**src/sv/elcp_pkg.sv**
```systemverilog
// Shared widths and constants of the edge length clamp projection block.
package elcp_pkg;
    localparam int COORD_W = 32;
    localparam int DIFF_W  = COORD_W + 1;
    localparam int SQ_W    = 2 * DIFF_W;
    localparam int RAD_W   = SQ_W;
    localparam int ROOT_W  = RAD_W / 2;
    localparam int REM_W   = ROOT_W + 3;
    localparam int WGT_W   = 24;
    localparam int WM_W    = WGT_W + DIFF_W;
    localparam int LO_W    = 29;
    localparam int NUM_W   = WM_W + COORD_W;
    localparam int FRAC_SH = 17;
    localparam int QN_W    = NUM_W - FRAC_SH;
    localparam int Q_W     = 32;
    localparam int LANES   = 3;

    localparam logic [1:0] REG_RANGE_MIN = 2'd0;
    localparam logic [1:0] REG_RANGE_MAX = 2'd1;
    localparam logic [1:0] REG_WEIGHT    = 2'd2;

    localparam logic [Q_W-1:0] MAG_CAP = {1'b1, {(Q_W-1){1'b0}}};
endpackage

```
**src/sv/elcp_sqrt.sv**
```systemverilog
// Pipelined digit-by-digit square root, one result bit per stage.
module elcp_sqrt #(
    parameter int SIDE_W = 8
) (
    input  logic                         i_clk,
    input  logic                         i_rst_n,
    input  logic                         i_en,
    input  logic                         i_valid,
    input  logic [elcp_pkg::RAD_W-1:0]   i_rad,
    input  logic [SIDE_W-1:0]            i_side,
    output logic                         o_valid,
    output logic [elcp_pkg::ROOT_W-1:0]  o_root,
    output logic [SIDE_W-1:0]            o_side
);
    import elcp_pkg::*;

    localparam int PAD_W = 2 * ROOT_W;

    logic                r_v    [0:ROOT_W-1];
    logic [REM_W-1:0]    r_rem  [0:ROOT_W-1];
    logic [ROOT_W-1:0]   r_root [0:ROOT_W-1];
    logic [PAD_W-1:0]    r_rad  [0:ROOT_W-1];
    logic [SIDE_W-1:0]   r_side [0:ROOT_W-1];

    for (genvar k = 0; k < ROOT_W; k++) begin : g_st
        logic              a_v;
        logic [REM_W-1:0]  a_rem;
        logic [ROOT_W-1:0] a_root;
        logic [PAD_W-1:0]  a_rad;
        logic [SIDE_W-1:0] a_side;
        logic [REM_W-1:0]  sh;
        logic [REM_W-1:0]  trial;
        logic              ge;

        if (k == 0) begin : g_first
            assign a_v    = i_valid;
            assign a_rem  = '0;
            assign a_root = '0;
            assign a_rad  = PAD_W'(i_rad);
            assign a_side = i_side;
        end else begin : g_next
            assign a_v    = r_v[k-1];
            assign a_rem  = r_rem[k-1];
            assign a_root = r_root[k-1];
            assign a_rad  = r_rad[k-1];
            assign a_side = r_side[k-1];
        end

        // Bring down the next pair of radicand bits and try root*4+1.
        assign sh    = {a_rem[REM_W-3:0], a_rad[2*(ROOT_W-1-k)+1 -: 2]};
        assign trial = {1'b0, a_root, 2'b01};
        assign ge    = (sh >= trial);

        always_ff @(posedge i_clk) begin
            if (!i_rst_n) begin
                r_v[k] <= 1'b0;
            end else if (i_en) begin
                r_v[k] <= a_v;
            end
        end

        always_ff @(posedge i_clk) begin
            if (i_en) begin
                r_rem[k]  <= ge ? (sh - trial) : sh;
                r_root[k] <= {a_root[ROOT_W-2:0], ge};
                r_rad[k]  <= a_rad;
                r_side[k] <= a_side;
            end
        end
    end

    assign o_valid = r_v[ROOT_W-1];
    assign o_root  = r_root[ROOT_W-1];
    assign o_side  = r_side[ROOT_W-1];
endmodule

```
**config.mk**
```make
export PLATFORM = sky130hd
export DESIGN_NAME = elcp_sqrt
export DESIGN_NICKNAME = d
export VERILOG_FILES = /design/src/sv/elcp_pkg.sv /design/src/sv/elcp_sqrt.sv
export SDC_FILE = /design/constraint.sdc
export NUM_CORES = 2
export LEC_CHECK = 0
export BUFFER_PORTS_ARGS = -buffer_cell sky130_fd_sc_hd__buf_4
export CORE_ASPECT_RATIO = 1.75
export CORE_MARGIN = 2
export CORE_UTILIZATION = 60
export CTS_CLUSTER_DIAMETER = 50
export DETAILED_ROUTE_END_ITERATION = 12
export PLACE_DENSITY = 0.76
export SYNTH_ARGS = -nofsm -noshare
export SYNTH_HDL_FRONTEND = slang
export SYNTH_MEMORY_MAX_BITS = 65536
export SYNTH_SLANG_ARGS = --single-unit
```
**constraint.sdc**
```tcl
create_clock -name i_clk -period 4.2 [get_ports i_clk]
set_input_delay 0.63 -clock i_clk [delete_from_list [all_inputs] [get_ports i_clk]]
set_output_delay 0.63 -clock i_clk [all_outputs]
set_load 0.02 [all_outputs]
```
# Word-level counts from Yosys, hierarchy flattened
# Memory sizes are Yosys's and may differ from the RTL's.
# Index checks and enable logic that the tools add are counted.
# word_totals
mem_count	5
regBits	0
romBits	0
ramBits	4752
latch_bits	0
out_inout_bits	42
word_cells	175
# classes
mux	71
addsub	33
n_bitwise	33
n_mul	0
div	0
reduce_logical	0
magnitude_cmp	33
shift	0
n_eq_ne	0
# mem_list
memory	depth	width	rd	rd_clocked_by_memory_dff	wr	line	text
r_rad	33	66	32	0	33	elcp_sqrt.sv:22	logic [PAD_W-1:0] r_rad [0:ROOT_W-1];
r_rem	33	36	32	0	33	elcp_sqrt.sv:20	logic [REM_W-1:0] r_rem [0:ROOT_W-1];
r_root	33	33	33	0	33	elcp_sqrt.sv:21	logic [ROOT_W-1:0] r_root [0:ROOT_W-1];
r_side	33	8	33	0	33	elcp_sqrt.sv:23	logic [SIDE_W-1:0] r_side [0:ROOT_W-1];
r_v	33	1	33	0	33	elcp_sqrt.sv:19	logic r_v [0:ROOT_W-1];
# op_table
op	count
two-way mux 36 bit	33
>= comparator 36 x 35 -> 1 bit	32
subtractor 36 x 35 -> 36 bit	32
two-way mux 1 bit	38
bitwise OR 1 bit	33
subtractor 2 x 1 -> 3 bit (second input constant)	1
>= comparator 2 x 1 -> 1 bit (second input constant)	1

# Logic depth before layout (Yosys ltp)
# logic_depth
ltp_word	4
depth_mapped	14

# Worst setup path after synthesis
# No wires, ideal clock.
# synth_timing
path_kind	reg2reg
from	memory r_rem[0][916] (netlist name)
to	memory r_rem[0][965] (netlist name), data pin
arrival_ps	3027
n_path_buf	2
setup_ps	259
stages_incl_launch_ff	11
synth_period_minus_slack_ps	3287
required_time_ps	3941
path_slack_ps	913
cell_sequence	edfxtp_1 > ha_1 > clkbuf_1 > nand4_1 > or4_1 > o211ai_1 > a2111oi_0 > clkbuf_1 > or3_1 > a211o_1 > xnor2_1
# synth_rtl
item	line
start: declaration	elcp_sqrt.sv:20

==> out/metrics.json <==
{
  "outcome": {
    "status": "finished clean"
  },
  "critical_path": {
    "crit_path_frequent_cell": "o31ai_1",
    "crit_path_cell_trace": "inv_1 > ha_1 > o221ai_1 > o31ai_1 > a21o_1 > a211oi_1 > buf_4 > o31ai_1 > a32oi_1 > nand3b_1 > xnor2_1",
    "critPathTopFamily": "compound AO/OA/AOI/OAI gates",
    "cpMaxStageDelayCell": "edfxtp_1",
    "slowest_delay_ns": 0.77,
    "path_class": "register to register",
    "worstPathArrival_ns": 4.54,
    "worst-path-buf-inv": 2,
    "crit_path_start_kind": "register",
    "regToRegSetupSlack_ns": 0.23,
    "setup.worst_path.end_class": "register",
    "critPathRequiredTime_ns": 4.77,
    "critical_path.max_fanout": 5
  },
  "timing": {
    "max_slew_margin_pct": 23.2,
    "worstMarginPinSlew_ns": 1.15,
    "unrepaired_setup_endpoints_after_global_routing": "false",
    "fin_crit_ns": 3.97,
    "report.final.slew_viol_count": 0,
    "post-route-period-util_pct": 94.6,
    "finClkSkew_ns": 0.0536,
    "finalHoldViolations": 0,
    "fmaxAchievable_ghz": 0.252,
    "final-setup-viol-count": 0,
    "tns_ns": 0
  },
  "clock_network": {
    "clock_tree.htree_level_count": 5,
    "cts.sink_count": 2951,
    "cts.reportedPaths.clkPinSlew_ns": 0.06,
    "cts_root_buf": "clkbuf_16",
    "clock_path_buffers": 4,
    "worst_skew_pair.late_latency_ns": 0.87,
    "number_of_buffers_added_by_the_clock_tree_synthesis_step": 278,
    "cts_tree": "done"
  },
  "synthesis": {
    "sequential_fraction_of_the_synthesis_area_pct": 66.5,
    "synth_common_cells": "edfxtp_1, inv_1, nand2_1, a21oi_1",
    "synth_fp_nets": 10700,
    "ys_seq_elements": 2951,
    "syn_inst": 9996,
    "post_synth_edffs": 2950,
    "synth_top_flop_cell": "edfxtp_1",
    "post_synth_num_cell_types": 99,
    "synth.most_common_cell": "edfxtp_1",
    "avgSynthCellArea_um2": 13.3,
    "netlist_area_um2": 133000,
    "synthDominantCellAreaShare_pct": 66.4,
    "postSynth.asyncResetShare_pct": 0,
    "synth.top_cells.by_area": "edfxtp_1, ha_1, xnor2_1",
    "yosysWarningCount": 0,
    "synth_largest_area_cell": "edfxtp_1"
  },
  "detailed_routing": {
    "routed-via-count": 82100,
    "vias_per_cell": 6.01,
    "violation_count_after_the_first_detailed_routing_iteration": 5976,
    "drt.antenna.violating_nets": 0,
    "drt_wl_total_um": 330000,
    "post_drt_wl_per_cell_um": 24.2,
    "drt_pass1_iterations": 8,
    "route.detailed.drc": 0
  },
  "finish": {
    "final_core_util_pct": 67.8,
    "layoutNonFillerInstCount": 13600,
    "syn_to_final_growth_pct": 12.3,
    "fin_nets": 11200,
    "drive_gt1_share_pct": 9.06
  },
  "power": {
    "power.static_leakage_nw": 57.2,
    "power_density_nw_per_um2": 563,
    "worst_vdd_drop_v": 0.000412,
    "report.power.total_mw": 84.2
  },
  "placed_design": {
    "io_buffers": 119,
    "dp.cells": 13000,
    "post-dp-hpwl_um": 238000,
    "gp_congestion": 1.03
  },
  "die": {
    "num_rows": 228,
    "die_w_um": 360,
    "floorplan.die_area_um2": 226000,
    "die_h_um": 628,
    "floorplan.io_pins": 120,
    "core-area_um2": 221000,
    "initial_utilization_pct": 60.4
  },
  "grt": {
    "grt_max_degree": 142,
    "gr-total-overflow": 0,
    "global_route_wire_length_before_repair_um": 487000,
    "grt_antenna_before_repair": 15,
    "first_global_vias": 85300,
    "grt_use_total_pct": 28.7
  },
  "job": {
    "drv_cap": 0
  },
  "hold_path": {
    "tightest_hold_check_type": "input port to register"
  }
}
==> cell usage in the layout, fill, tap and decap left out, types with 45 or more instances in the layout <==
cell	n
edfxtp_1	2950
inv_1	753
nand2_1	684
a21oi_1	620
ha_1	596
nor2_1	595
o21ai_0	515
xnor2_1	495
xor2_1	379
buf_4	332
clkbuf_16	287
a21o_1	277
nor3_1	213
nand3_1	137
nand4_1	123
or3_1	108
o21a_1	105
nand2b_1	99
nor4_1	94
nor2b_1	88
and3_1	87
mux2_2	76
dlygate4sd3_1	74
o31ai_1	65
or4_1	63
o21bai_1	59
a211oi_1	50
a31oi_1	46
o211ai_1	45
==> flip-flops by register name, indices dropped and copies added, names as in the netlist <==
signal / count
r_rad: 1056
r_rem: 1037
r_root: 561
r_side: 264
r_v: 33
==> cells by family after synthesis <==
kind of cell               Yosys count  synth area share (%)
DFF                               2951                  66.5
and+or+nand+nor                   2503                  9.34
AOI/OAI and AO/OA                 2020                  9.42
buffers and inverters              968                  2.74
xor gates and xnor gates           874                  5.74
adders and majority gates          596                  5.59
muxes                               83                 0.694
other                                1               0.00281
==> timing repair <==
item,CTS,global route
gates resized for setup,0,1
hold buffers,74,0
endpoints found under the hold margin,74,0
buffers inserted,0,1
setup endpoints to repair,0,4
==> final cells by class <==
cell class / count / area [um^2]
Timing Repair Buffer: 451 / 4140
Multi-Input combinational cell: 6077 / 41200
Clock buffer: 330 / 7340
Antenna cell: 41 / 103
Inverter: 759 / 2850
Sequential cell: 2951 / 88600
Fill cell: 15100 / 71100
Tap cell: 2875 / 3600
Clock inverter: 165 / 1910
==> worst paths after layout <==
check	startpoint	end	depth (start not counted)
hold reg to reg	r_side[1][50]$_DFFE_PP_	r_side[1][58]$_DFFE_PP_	0
setup / recovery	r_root[1][399]$_DFFE_PP_	r_rem[0][1075]$_DFFE_PP_	11
hold / removal	i_rad[65]	r_rem[0][1]$_DFFE_PP_	2
setup reg to reg	r_root[1][399]$_DFFE_PP_	r_rem[0][1075]$_DFFE_PP_	11
==> power breakdown <==
| group | switching [mW] | total [mW] | leakage (nW) | internal, mW |
|---|---|---|---|---|
| clock network | 11.1 | 26.0 | 4.48 | 14.8 |
| registers | 2.71 | 39.8 | 28.5 | 37.1 |
| logic | 11.1 | 18.5 | 24.3 | 7.41 |
| total | 24.9 | 84.2 | 57.2 | 59.3 |
==> per-layer routing <==
layer	wire, um	track usage [%]	vias up
li1	-	-	38100
met1	95300	23.3	40000
met2	182000	56.3	2665
met3	12200	3.98	1313
met4	39700	29.0	0
met5	0	0	-
==> stage by stage <==
| step | instance area (um^2) | hold WS, ns | setup slack, ns |
|---|---|---|---|
| final | 150000 | 0.0865 | 0.228 |
| after global routing | 150000 | 0.0676 | 0.0799 |
| after CTS | 150000 | 0.00439 | 0.182 |
| after detailed placement | 140000 | 0.405 | 0.187 |
| after global placement | 140000 | 0.400 | 0.188 |
| after floorplan | 133000 | 0.400 | 0.913 |
(Power assumes the default switching activity.)
